[config.mk]
export PLATFORM = sky130hd
export DESIGN_NAME = multi_servo_pulse_sequencer_top
export DESIGN_NICKNAME = d
export VERILOG_FILES = /design/src/rtl/msps_pkg.sv /design/src/rtl/msps_slot_ram.sv /design/src/rtl/msps_tick_conv.sv /design/src/rtl/msps_ctrl.sv /design/src/rtl/multi_servo_pulse_sequencer_top.sv
export SDC_FILE = /design/constraint.sdc
export NUM_CORES = 2
export LEC_CHECK = 0
export BUFFER_PORTS_ARGS = -buffer_cell sky130_fd_sc_hd__buf_4
export CORE_MARGIN = 2
export CORE_UTILIZATION = 55
export CTS_CLUSTER_SIZE = 12
export DETAILED_ROUTE_END_ITERATION = 7
export PLACE_DENSITY = 0.7
export SLEW_MARGIN = 20
export SYNTH_ARGS = -nofsm -noshare
export SYNTH_HDL_FRONTEND = slang
export SYNTH_SLANG_ARGS = --single-unit
[constraint.sdc]
create_clock -name clk_i -period 8.5 [get_ports clk_i]
set_clock_uncertainty 0.05 [all_clocks]
set_input_delay 0.85 -clock clk_i [delete_from_list [all_inputs] [get_ports clk_i]]
set_output_delay 0.85 -clock clk_i [all_outputs]
set_load 0.03 [all_outputs]
[src/rtl/msps_pkg.sv]
`default_nettype none
// ----------------------------------------------------------------------------
// msps_pkg
// Shared types, sizes and constants of the multi-servo pulse sequencer.
// ----------------------------------------------------------------------------
package msps_pkg;

  localparam int NUM_SLOTS  = 8;
  localparam int SLOT_W     = (NUM_SLOTS > 1) ? $clog2(NUM_SLOTS) : 1;
  localparam int SCAN_W     = $clog2(NUM_SLOTS + 1);

  localparam int TPM_W      = 15;
  localparam int PIN_W      = 8;
  localparam int TICKS_W    = 16;
  localparam int US_W       = 16;
  localparam int SID_W      = 3;
  localparam int REQ_SLOT_W = 3;

  localparam logic [TPM_W-1:0] TPM_RESET = 15'd2000;

  localparam int FRAME_MS   = 20;
  localparam int US_PER_MS  = 1000;
  localparam int CENTER_NUM = 3;
  localparam int CENTER_DEN = 2;

  // frame time never exceeds 20 * 32767 plus one 16-bit interval
  localparam int ELAPSED_W  = 20;

  // microseconds to ticks: product, pre-shift, reciprocal multiply
  localparam int PROD_W      = US_W + TPM_W;
  localparam longint SAT_LIMIT = 65536 * US_PER_MS;
  localparam int SAT_W       = 26;
  localparam int PRE_SHIFT   = 3;
  localparam int RECIP_DIV   = US_PER_MS / 8;
  localparam int RECIP_N_W   = SAT_W - PRE_SHIFT;
  localparam int RECIP_SHIFT = 30;
  localparam int RECIP_MUL_W = 24;
  localparam longint RECIP_MUL =
    ((longint'(1) << RECIP_SHIFT) + RECIP_DIV - 1) / RECIP_DIV;
  localparam int RECIP_P_W   = RECIP_N_W + RECIP_MUL_W;

  typedef enum logic [1:0] {
    REQ_COMPARE = 2'd0,
    REQ_ADD     = 2'd1,
    REQ_DELETE  = 2'd2,
    REQ_SET     = 2'd3
  } req_type_e;

  typedef struct packed {
    req_type_e             req_type;
    logic [REQ_SLOT_W-1:0] slot;
    logic [PIN_W-1:0]      pin;
    logic [US_W-1:0]       pulse_us;
  } req_t;

  typedef struct packed {
    logic               clear_valid;
    logic [PIN_W-1:0]   clear_pin;
    logic               set_valid;
    logic [PIN_W-1:0]   set_pin;
    logic [TICKS_W-1:0] next_interval;
    logic               add_ok;
    logic [SID_W-1:0]   slot_id;
  } res_t;

  typedef struct packed {
    logic [PIN_W-1:0]   pin;
    logic [TICKS_W-1:0] ticks;
  } entry_t;

  localparam int ENTRY_W = $bits(entry_t);

  function automatic logic [SLOT_W-1:0] req_slot_idx(input logic [REQ_SLOT_W-1:0] s);
    logic [SLOT_W+REQ_SLOT_W-1:0] w;
    w = {{SLOT_W{1'b0}}, s};
    return w[SLOT_W-1:0];
  endfunction

  function automatic logic [SID_W-1:0] to_slot_id(input logic [SLOT_W-1:0] s);
    logic [SLOT_W+SID_W-1:0] w;
    w = {{SID_W{1'b0}}, s};
    return w[SID_W-1:0];
  endfunction

endpackage
`default_nettype wire

[src/rtl/msps_slot_ram.sv]
`default_nettype none
// ----------------------------------------------------------------------------
// msps_slot_ram
// Single write port, single read port RAM with registered read data.
// ----------------------------------------------------------------------------
module msps_slot_ram #(
  parameter int DEPTH = 8,
  parameter int WIDTH = 24
) (
  input  wire logic                                       clk_i,
  input  wire logic                                       we_i,
  input  wire logic [((DEPTH > 1) ? $clog2(DEPTH) : 1)-1:0] waddr_i,
  input  wire logic [WIDTH-1:0]                           wdata_i,
  input  wire logic                                       re_i,
  input  wire logic [((DEPTH > 1) ? $clog2(DEPTH) : 1)-1:0] raddr_i,
  output      logic [WIDTH-1:0]                           rdata_o
);

  logic [WIDTH-1:0] mem [DEPTH];
  logic [WIDTH-1:0] rdata_q;

  always_ff @(posedge clk_i) begin
    if (we_i) begin
      mem[waddr_i] <= wdata_i;
    end
  end

  // hold the last read until the next one
  always_ff @(posedge clk_i) begin
    if (re_i) begin
      rdata_q <= mem[raddr_i];
    end
  end

  assign rdata_o = rdata_q;

endmodule
`default_nettype wire

[src/rtl/msps_tick_conv.sv]
`default_nettype none
// ----------------------------------------------------------------------------
// msps_tick_conv
// Two-stage pipeline: pulse_us * ticks_per_ms / 1000, saturated at 16 bits.
// ----------------------------------------------------------------------------
module msps_tick_conv (
  input  wire logic                          clk_i,
  input  wire logic [msps_pkg::US_W-1:0]     us_i,
  input  wire logic [msps_pkg::TPM_W-1:0]    tpm_i,
  output      logic [msps_pkg::TICKS_W-1:0]  ticks_o
);

  logic [msps_pkg::PROD_W-1:0]    prod_q;
  logic                           sat_q;
  logic [msps_pkg::RECIP_P_W-1:0] recip_q;

  // divide by 8 first, then by 125 through a reciprocal that is exact below the limit
  always_ff @(posedge clk_i) begin
    prod_q  <= msps_pkg::PROD_W'(us_i) * msps_pkg::PROD_W'(tpm_i);
    sat_q   <= (prod_q >= msps_pkg::PROD_W'(msps_pkg::SAT_LIMIT));
    recip_q <= msps_pkg::RECIP_P_W'(prod_q[msps_pkg::SAT_W-1:msps_pkg::PRE_SHIFT])
             * msps_pkg::RECIP_P_W'(msps_pkg::RECIP_MUL);
  end

  assign ticks_o = sat_q ? {msps_pkg::TICKS_W{1'b1}}
                         : recip_q[msps_pkg::RECIP_SHIFT +: msps_pkg::TICKS_W];

endmodule
`default_nettype wire

[src/rtl/msps_ctrl.sv]
`default_nettype none
// ----------------------------------------------------------------------------
// msps_ctrl
// Request sequencer: slot flags, frame state, slot RAM access and conversion.
// ----------------------------------------------------------------------------
module msps_ctrl (
  input  wire logic                        clk_i,
  input  wire logic                        rst_ni,
  input  wire logic                        cfg_we_i,
  input  wire logic [msps_pkg::TPM_W-1:0]  cfg_wdata_i,
  input  wire logic                        req_valid_i,
  input  wire msps_pkg::req_t              req_i,
  output      logic                        req_ready_o,
  output      logic                        res_valid_o,
  output      msps_pkg::res_t              res_o,
  input  wire logic                        res_ready_i
);

  typedef enum logic [3:0] {
    S_IDLE, S_CMP0, S_CMP1, S_SCAN, S_FETCH, S_ADD, S_DEL,
    S_SET0, S_SET1, S_SET2, S_DONE
  } state_e;

  state_e                             state_q;
  msps_pkg::req_t                     req_q;
  msps_pkg::res_t                     res_q;
  logic [msps_pkg::TPM_W-1:0]         tpm_q;
  logic [msps_pkg::NUM_SLOTS-1:0]     used_q;
  logic [msps_pkg::ELAPSED_W-1:0]     elapsed_q;
  logic [msps_pkg::SCAN_W-1:0]        scan_q;
  logic [msps_pkg::SCAN_W-1:0]        srch_q;
  logic [msps_pkg::SLOT_W-1:0]        prev_q;
  logic                               prev_active_q;

  logic                               ram_we;
  logic [msps_pkg::SLOT_W-1:0]        ram_waddr;
  msps_pkg::entry_t                   ram_wdata;
  logic                               ram_re;
  logic [msps_pkg::SLOT_W-1:0]        ram_raddr;
  msps_pkg::entry_t                   ram_rdata;
  logic [msps_pkg::TICKS_W-1:0]       conv_ticks;

  logic [msps_pkg::ELAPSED_W-1:0]     thresh;
  logic [msps_pkg::TICKS_W-1:0]       center_ticks;
  logic [msps_pkg::SLOT_W-1:0]        req_idx;
  logic                               req_hit;
  logic [msps_pkg::SLOT_W-1:0]        scan_idx;
  logic                               scan_in;
  logic [msps_pkg::SLOT_W-1:0]        srch_idx;
  logic                               srch_in;

  assign thresh       = msps_pkg::ELAPSED_W'(tpm_q) * msps_pkg::ELAPSED_W'(msps_pkg::FRAME_MS);
  assign center_ticks = msps_pkg::TICKS_W'(
                          (17'(tpm_q) * 17'(msps_pkg::CENTER_NUM)) / msps_pkg::CENTER_DEN);
  assign req_idx      = msps_pkg::req_slot_idx(req_q.slot);
  assign req_hit      = (32'(req_q.slot) < msps_pkg::NUM_SLOTS) && used_q[req_idx];
  assign scan_idx     = scan_q[msps_pkg::SLOT_W-1:0];
  assign scan_in      = (32'(scan_q) < msps_pkg::NUM_SLOTS);
  assign srch_idx     = srch_q[msps_pkg::SLOT_W-1:0];
  assign srch_in      = (32'(srch_q) < msps_pkg::NUM_SLOTS);

  always_comb begin
    ram_we    = 1'b0;
    ram_waddr = srch_idx;
    ram_wdata = '{pin: req_q.pin, ticks: center_ticks};
    ram_re    = 1'b0;
    ram_raddr = prev_q;
    case (state_q)
      S_CMP0: begin
        ram_re = 1'b1;
      end
      S_SCAN: begin
        ram_re    = scan_in && used_q[scan_idx];
        ram_raddr = scan_idx;
      end
      S_SET0: begin
        ram_re    = 1'b1;
        ram_raddr = req_idx;
      end
      S_ADD: begin
        ram_we = srch_in && !used_q[srch_idx];
      end
      S_SET2: begin
        // keep the pin, replace the ticks
        ram_we    = req_hit;
        ram_waddr = req_idx;
        ram_wdata = '{pin: ram_rdata.pin, ticks: conv_ticks};
      end
      default: begin
      end
    endcase
  end

  always_ff @(posedge clk_i or negedge rst_ni) begin
    if (!rst_ni) begin
      state_q       <= S_IDLE;
      tpm_q         <= msps_pkg::TPM_RESET;
      used_q        <= '0;
      elapsed_q     <= '0;
      scan_q        <= '0;
      srch_q        <= '0;
      prev_q        <= '0;
      prev_active_q <= 1'b0;
      req_q         <= '0;
      res_q         <= '0;
    end else begin
      if (cfg_we_i) begin
        tpm_q <= cfg_wdata_i;
      end
      case (state_q)
        S_IDLE: begin
          if (req_valid_i) begin
            req_q  <= req_i;
            res_q  <= '0;
            srch_q <= '0;
            case (req_i.req_type)
              msps_pkg::REQ_COMPARE: state_q <= S_CMP0;
              msps_pkg::REQ_ADD:     state_q <= S_ADD;
              msps_pkg::REQ_DELETE:  state_q <= S_DEL;
              msps_pkg::REQ_SET:     state_q <= S_SET0;
              default:               state_q <= S_IDLE;
            endcase
          end
        end
        S_CMP0: begin
          // restart the frame once it has run past 20 ms
          if (elapsed_q > thresh) begin
            elapsed_q <= '0;
            scan_q    <= '0;
          end
          res_q.clear_valid <= prev_active_q && used_q[prev_q];
          state_q <= S_CMP1;
        end
        S_CMP1: begin
          if (res_q.clear_valid) begin
            res_q.clear_pin <= ram_rdata.pin;
          end
          state_q <= S_SCAN;
        end
        S_SCAN: begin
          if (!scan_in) begin
            prev_active_q       <= 1'b0;
            res_q.next_interval <= msps_pkg::TICKS_W'(tpm_q);
            elapsed_q           <= elapsed_q + msps_pkg::ELAPSED_W'(tpm_q);
            state_q             <= S_DONE;
          end else if (used_q[scan_idx]) begin
            state_q <= S_FETCH;
          end else begin
            scan_q <= scan_q + 1'b1;
          end
        end
        S_FETCH: begin
          res_q.set_valid     <= 1'b1;
          res_q.set_pin       <= ram_rdata.pin;
          res_q.next_interval <= ram_rdata.ticks;
          elapsed_q           <= elapsed_q + msps_pkg::ELAPSED_W'(ram_rdata.ticks);
          prev_q              <= scan_idx;
          prev_active_q       <= 1'b1;
          scan_q              <= scan_q + 1'b1;
          state_q             <= S_DONE;
        end
        S_ADD: begin
          if (!srch_in) begin
            state_q <= S_DONE;
          end else if (!used_q[srch_idx]) begin
            used_q[srch_idx] <= 1'b1;
            res_q.add_ok     <= 1'b1;
            res_q.slot_id    <= msps_pkg::to_slot_id(srch_idx);
            state_q          <= S_DONE;
          end else begin
            srch_q <= srch_q + 1'b1;
          end
        end
        S_DEL: begin
          if (req_hit) begin
            used_q[req_idx] <= 1'b0;
          end
          state_q <= S_DONE;
        end
        S_SET0: state_q <= S_SET1;
        S_SET1: state_q <= S_SET2;
        S_SET2: state_q <= S_DONE;
        S_DONE: begin
          if (res_ready_i) begin
            state_q <= S_IDLE;
          end
        end
        default: state_q <= S_IDLE;
      endcase
    end
  end

  assign req_ready_o = (state_q == S_IDLE);
  assign res_valid_o = (state_q == S_DONE);
  assign res_o       = res_q;

  msps_slot_ram #(
    .DEPTH (msps_pkg::NUM_SLOTS),
    .WIDTH (msps_pkg::ENTRY_W)
  ) u_slot_ram (
    .clk_i   (clk_i),
    .we_i    (ram_we),
    .waddr_i (ram_waddr),
    .wdata_i (ram_wdata),
    .re_i    (ram_re),
    .raddr_i (ram_raddr),
    .rdata_o (ram_rdata)
  );

  msps_tick_conv u_tick_conv (
    .clk_i   (clk_i),
    .us_i    (req_q.pulse_us),
    .tpm_i   (tpm_q),
    .ticks_o (conv_ticks)
  );

endmodule
`default_nettype wire

[src/rtl/multi_servo_pulse_sequencer_top.sv]
`default_nettype none
// ----------------------------------------------------------------------------
// multi_servo_pulse_sequencer_top
// Time-multiplexed RC servo pulse sequencer with a 20 ms frame.
// ----------------------------------------------------------------------------
// Every request gives exactly one result. Requests are handled one at a time;
// a result waits in the output register while the next request is taken in.
// A compare event steps over the free slots to the next used one, or runs
// past the last slot. The slot flags are walked one per cycle and the slot RAM
// has a single read port, so the previous pin and the next entry are read one
// after the other. An add passes over the used slots to the first free one,
// and a set goes through the two-stage microsecond-to-tick multiplier and
// the RAM read-modify-write. Pin and tick entries of a slot are only valid
// once an add has written them; no clearing pass runs after reset.
module multi_servo_pulse_sequencer_top (
  input  wire logic                          clk_i,
  input  wire logic                          rst_ni,
  input  wire logic                          cfg_we_i,
  input  wire logic [msps_pkg::TPM_W-1:0]    cfg_wdata_i,
  input  wire logic                          in_valid_i,
  output      logic                          in_ready_o,
  input  wire logic [1:0]                    req_type_i,
  input  wire logic [msps_pkg::REQ_SLOT_W-1:0] slot_i,
  input  wire logic [msps_pkg::PIN_W-1:0]    pin_i,
  input  wire logic [msps_pkg::US_W-1:0]     pulse_us_i,
  output      logic                          out_valid_o,
  input  wire logic                          out_ready_i,
  output      logic                          clear_valid_o,
  output      logic [msps_pkg::PIN_W-1:0]    clear_pin_o,
  output      logic                          set_valid_o,
  output      logic [msps_pkg::PIN_W-1:0]    set_pin_o,
  output      logic [msps_pkg::TICKS_W-1:0]  next_interval_o,
  output      logic                          add_ok_o,
  output      logic [msps_pkg::SID_W-1:0]    slot_id_o
);

  msps_pkg::req_t req;
  msps_pkg::res_t res;
  msps_pkg::res_t out_q;
  logic           out_valid_q;
  logic           res_valid;
  logic           res_ready;

  assign req = '{req_type: msps_pkg::req_type_e'(req_type_i), slot: slot_i,
                 pin: pin_i, pulse_us: pulse_us_i};

  // take a new result when the output register is empty or being drained
  assign res_ready = !out_valid_q || out_ready_i;

  msps_ctrl u_ctrl (
    .clk_i       (clk_i),
    .rst_ni      (rst_ni),
    .cfg_we_i    (cfg_we_i),
    .cfg_wdata_i (cfg_wdata_i),
    .req_valid_i (in_valid_i),
    .req_i       (req),
    .req_ready_o (in_ready_o),
    .res_valid_o (res_valid),
    .res_o       (res),
    .res_ready_i (res_ready)
  );

  always_ff @(posedge clk_i or negedge rst_ni) begin
    if (!rst_ni) begin
      out_valid_q <= 1'b0;
    end else if (res_ready) begin
      out_valid_q <= res_valid;
    end
  end

  always_ff @(posedge clk_i) begin
    if (res_ready && res_valid) begin
      out_q <= res;
    end
  end

  assign out_valid_o     = out_valid_q;
  assign clear_valid_o   = out_q.clear_valid;
  assign clear_pin_o     = out_q.clear_pin;
  assign set_valid_o     = out_q.set_valid;
  assign set_pin_o       = out_q.set_pin;
  assign next_interval_o = out_q.next_interval;
  assign add_ok_o        = out_q.add_ok;
  assign slot_id_o       = out_q.slot_id;

endmodule
`default_nettype wire

## Yosys cells after proc, flatten, opt, wreduce, memory -nomap -nowiden

Memory sizes are Yosys's and may differ from the RTL's. A register that Yosys moved wholly into a read port is not among the register bits.
Cells that the tools add are included.

- Div/mod/pow operators: 0
- Eq/ne operators: 26
- Bitwise gates (word level): 3
- $lt $le $gt $ge: 10
- Mux-type cells: 55
- Shifts and indexed selects: 0
- Multiply operators: 4
- Reductions and logical operators: 33
- Add/subtract/negate cells: 4

Operator list:

| cell | count |
|---|---|
| $pmux 20 s3 | 1 |
| $mux 4 | 14 |
| $pmux 16 s3 | 1 |
| $mul 23x24->46 const B | 1 |
| $mux 20 | 2 |
| $mux 38 | 1 |
| $pmux 4 s9 | 1 |
| $mux 16 | 2 |
| $mux 8 | 4 |
| $pmux 8 s2 | 2 |
| $ge 31x26->1 const B | 1 |
| $mul 16x15->31 | 1 |
| $mux 24 | 1 |
| $add 20x15->20 | 1 |
| $add 20x16->20 | 1 |
| $gt 20x20->1 | 1 |
| $reduce_and 4->1 | 5 |
| $mul 15x3->18 const B | 1 |
| $pmux 9 s2 | 1 |
| $mul 15x2->17 const B | 1 |
| $eq 4x3->1 const B | 4 |
| $lt 3x4->1 const B | 4 |
| $pmux 4 s2 | 2 |
| $pmux 4 s4 | 1 |
| other kinds (32) | 81 |

- Bits in registers: 241
- Bits in writable memories: 192
- Memories: 1
- Latch bits: 0
- Output and inout port bits: 40
- Memory bits (read-only): 0

Memories:

| name | depth | bits a word | read ports | clocked after Yosys merged registers in | write ports | line | RTL |
|---|---|---|---|---|---|---|---|
| u_ctrl.u_slot_ram.mem | 8 | 24 | 1 | 1 | 1 | msps_slot_ram.sv:19 | `logic [WIDTH-1:0] mem [DEPTH];` |

## Longest topological paths before layout

- Depth in word-level cells: 8
- Gate-level depth with buffers: 26

## Cells and area by module

From an unflattened synthesis, not the netlist that was laid out.

- Cell total of the unflattened synthesis: 3,151
- Area, all modules: 34,999.8 sq um

Modules (own cells, without submodules):

| module | instances | area each (sq um) | cells an instance |
|---|---|---|---|
| msps_tick_conv | 1 | 17,060.1 | 1,794 |
| msps_ctrl | 1 | 8,694.6 | 1,001 |
| msps_slot_ram | 1 | 8,050.2 | 314 |
| multi_servo_pulse_sequencer_top | 1 | 1,194.9 | 42 |

## Least setup slack after synthesis

No wires, ideal clock.

- Path type: reg2reg
- From: register u_ctrl.u_tick_conv.prod_q[25] (netlist name)
- To: register u_ctrl.u_tick_conv.recip_q[45] (netlist name)
- Slack: 2.114 ns
- Library setup time: 0.121 ns
- Cell stages (with the launch flop): 23
- Path buffers: 1
- Arrival: 6.215 ns
- Cell sequence: dfxtp_1 fa_1 fa_1 inv_1 fa_1 inv_1 fa_1 fa_1 fa_1 inv_1 fa_1 inv_1 ha_1 a21oi_1 o21ai_1 o21ai_0 or2b_1 a31oi_2 o21ai_2 or2_1 buf_2 a221o_1 xnor2_1

- Word-level cells in the longest chain between the ends: 1

Ends and longest elaborated chain:

| element | line | RTL |
|---|---|---|
| from (decl) | msps_tick_conv.sv:13 | `logic [msps_pkg::PROD_W-1:0] prod_q;` |
| from (signal assigned) | msps_tick_conv.sv:19 | `prod_q <= msps_pkg::PROD_W'(us_i) * msps_pkg::PROD_W'(tpm_i);` |
| $mul 23x24->46 | msps_tick_conv.sv:22 | `* msps_pkg::RECIP_P_W'(msps_pkg::RECIP_MUL);` |
| to (signal assigned) | msps_tick_conv.sv:21 | `recip_q <= msps_pkg::RECIP_P_W'(prod_q[msps_pkg::SAT_W-1:msps_pkg::PRE_SHIFT])` |
| to (decl) | msps_tick_conv.sv:15 | `logic [msps_pkg::RECIP_P_W-1:0] recip_q;` |

Every way passes these cells.
A chain may end at the register's enable or synchronous reset.

## Final worst setup path

- From: register u_ctrl.tpm_q[3] (netlist name)
- To: register u_ctrl.u_tick_conv.prod_q[29] (netlist name)

- Word-level cells in the longest chain between the ends: 1

Ends and longest elaborated chain:

| element | line | RTL |
|---|---|---|
| from (decl) | msps_ctrl.sv:27 | `logic [msps_pkg::TPM_W-1:0] tpm_q;` |
| from (signal assigned) | msps_ctrl.sv:97 | `tpm_q <= msps_pkg::TPM_RESET;` |
| from (signal assigned) | msps_ctrl.sv:108 | `tpm_q <= cfg_wdata_i;` |
| $mul 16x15->31 | msps_tick_conv.sv:19 |  |

Every way passes these cells.

==> impl_metrics.toml <==
[worst_setup_path]
cp_num_buf_inv = 3
crit_type = "reg2reg"
start_kind = "flop"
cp.arrival_ns = 7.32
required_ns = 8.93
crit_family = "adder cells"
crit_chain = "nand2_1 -> fa_1 -> inv_1 -> fa_1 -> fa_1 -> inv_1 -> fa_1 -> inv_1 -> fa_1 -> fa_1 -> ha_1 -> a21oi_1 -> o21bai_1 -> a21o_1 -> a41oi_1 -> a211oi_1 -> o21ai_0 -> o21ai_0 -> a21oi_1 -> xnor2_1"
slowest_delay_ns = 1.09
worst-path-max-fanout = 23
crit_slowest_cell = "dfrtp_1"
crit_top_cell = "fa_1"
critical_path.endpoint_type = "flop"

[placement]
gp_congestion = 0.926
dp_slack_ns = 1.63
portBuffers = 88
place_area_um2 = 35800
dp.final_hpwl_um = 59500

[global_route]
gr-total-overflow = 0
grt_max_degree = 81
grt_pass1_wl_um = 130000
grt_pass1_vias = 23712
grt_use_total_pct = 26.0
grt_antenna_before_repair = 0

[logic_synthesis]
synth_seq_cells = 427
yosysWarnings = 0
synth_top_cell_by_area = "edfxtp_1"
syn_area_um2 = 34300
synth_fp_nets = 3853
synth_top_area_share_pct = 22.3
yosys-top-cells-area = "edfxtp_1 22%, fa_1 20%, ha_1 15%"
synth_edf_count = 254
synth_cell_type_count = 72
yosysSeqAreaShare_pct = 34.2
ys.flop_type = "edfxtp_1"
ys_async_sr_fraction_pct = 29.3
syn-instance-count = 3050
syn_area_per_cell_um2 = 11.2

[final_layout]
fin_area_um2 = 37300
fin_util_pct = 60.5
area_growth_pct = 8.77
num_antenna_cells = 0
final_nets = 3907
nFillCells = 4886
drive_above_1_share_pct = 10.4

[clock_network]
cts_tree = "built"
htreeDepth = 2
clock_latency_ns = 0.60
cts_buffers = 47
cts_num_sinks = 427
ctsResizeCount = 0
clk_path_buf_depth = 3
cts_hold_buffers = 0
ctsRootBufferMaster = "clkbuf_16"
cts_setup_buffers = 0
cts.clk_slew.worst_paths_ns = 0.06

[job]
cap_violations = 0

[timing]
final.setup.tns_ns = 0
fin_ws_ns = 1.61
maxSlewViolCount = 0
worst_slew_pin_slew_ns = 1.13
finalCriticalPeriod_ns = 6.89
setup_viol = 0
max_slew_margin_pct = 24.4
hold_viol_final = 0
max_freq_mhz = 145
rsz0062_at_grt = "false"
period_share_pct = 81.0

[drt]
drc = 0
drt_iter0_markers = 1746
detail_route.wl_per_cell_um = 20.1
antenna_left = 0
wl_um = 80200
num_vias = 22475
viasPerCell = 5.65
dr.pass1.iters = 5

[floorplan]
num_rows = 91
die_h_um = 254
fp.dieArea_um2 = 64300
dieWidth_um = 254
start_util_pct = 55.6
fp.coreArea_um2 = 61600
io_pins = 89

[hold_path]
hp-class = "in2async"

[status]
status = "finished clean"
cells in the final DEF (no fill, tap or decap), types with 22 or more instances in the layout:
cell / count
xnor2_1: 46
fa_1: 338
nor2b_1: 22
nor2_1: 82
dfrtp_1: 119
mux4_2: 54
a21o_1: 42
ha_1: 416
clkbuf_1: 22
nand3_1: 50
inv_1: 508
a21oi_1: 112
dfxtp_1: 48
o21ai_0: 74
nand2_1: 320
mux2_2: 64
xor2_1: 33
and2_1: 99
nor3_1: 36
edfxtp_1: 254
clkbuf_16: 47
buf_4: 106
state kept, by name, summed over array words and instances, names as in the netlist:
name,flops
u_ctrl.u_tick_conv.recip_q,16
set_valid_o,1
add_ok_o,1
u_ctrl.elapsed_q,20
next_interval_o,16
set_pin_o,8
u_ctrl.tpm_q,15
u_ctrl.u_tick_conv.prod_q,31
u_ctrl.u_slot_ram.mem,192
slot_id_o,3
u_ctrl.res_o,38
u_ctrl.state_q,4
out_valid_o,1
u_ctrl.used_q,8
clear_valid_o,1
u_ctrl.req_q,24
u_ctrl.prev_active_q,1
u_ctrl.u_slot_ram.rdata_o,24
u_ctrl.srch_q,4
u_ctrl.scan_q,4
u_ctrl.prev_q,3
u_ctrl.u_tick_conv.sat_q,1
u_ctrl.req_idx,3
clear_pin_o,8
per-layer routing:
metal / up-vias / global-route usage, % / part of all wire, %
met5: - / 0 / 0
met4: 0 / 7.49 / 2.8
met3: 133 / 3.43 / 5.7
met2: 680 / 41.5 / 46
met1: 11369 / 37.6 / 45
li1: 10293 / - / -
layout make-up:
cell class                 count  area (um2)  area share, %
multi-input combinational   2013       20300           54.5
tap                          837        1050           2.81
inverter                     508        1910           5.12
timing repair buffer         107         807           2.17
sequential                   427       11700           31.5
clock buffer                  71        1290           3.45
clock inverter                17         175          0.470
synthesized netlist by cell type (all sizes together), types with 8 or more instances:
cell type	number
inv	508
ha	416
fa	338
nand2	321
edfxtp	254
dfrtp	119
a21oi	117
and2	99
nor2	90
clkbuf	82
o21ai	76
mux2	65
mux4	54
nand3	50
dfxtp	48
xnor2	46
a21o	42
nor3	40
xor2	33
nor2b	22
buf	20
a31oi	17
nand2b	17
nand4	17
a22o	16
a22oi	14
and3	10
mux2i	10
o211ai	8
metrics by stage:
step	std cells	hold slack, ns
2_1_floorplan	3050	0.346
3_3_place_gp	3892	0.381
3_5_place_dp	3892	0.384
4_1_cts	3980	0.397
5_1_grt	3980	0.324
6_report	3980	0.242
logic make-up after synthesis:
group | after synthesis | synth area share (%)
buffers and inverters | 610 | 6.80
and+or+nand+nor | 697 | 9.53
xor gates and xnor gates | 79 | 2.02
DFF | 427 | 34.2
adders and majority gates | 754 | 34.9
AOI/OAI and AO/OA | 354 | 6.51
muxes | 129 | 5.99
path summary, 6_finish.rpt:
check / startpoint / endpoint / slack, ns / depth (start not counted)
max in group asynchronous: rst_ni / u_ctrl.req_q[0] / 6.95 / 2
min: rst_ni / u_ctrl.res_o[2] / 0.24 / 1
max reg2reg: u_ctrl.tpm_q[3] / u_ctrl.u_tick_conv.prod_q[29] / 1.61 / 20
min reg2reg: u_ctrl.res_o[4] / next_interval_o[0] / 0.40 / 0
max: u_ctrl.tpm_q[3] / u_ctrl.u_tick_conv.prod_q[29] / 1.61 / 20
min in group clk_i: u_ctrl.res_o[4] / next_interval_o[0] / 0.40 / 0
worst reg2reg max path, delay by kind of cell (launching register included):
kind,cells,cell delay [ns]
AO/OA/AOI/OAI,8,1.74
XOR/XNOR,1,0.14
adder cells (fa/ha/maj),7,3.39
buffers and inverters,3,0.16
flip-flops,1,1.09
AND/OR/NAND/NOR,1,0.21
Power is left out: the tool's default activity adds up to more than one toggle a clock period on the data nets, which glitch-free logic cannot reach.
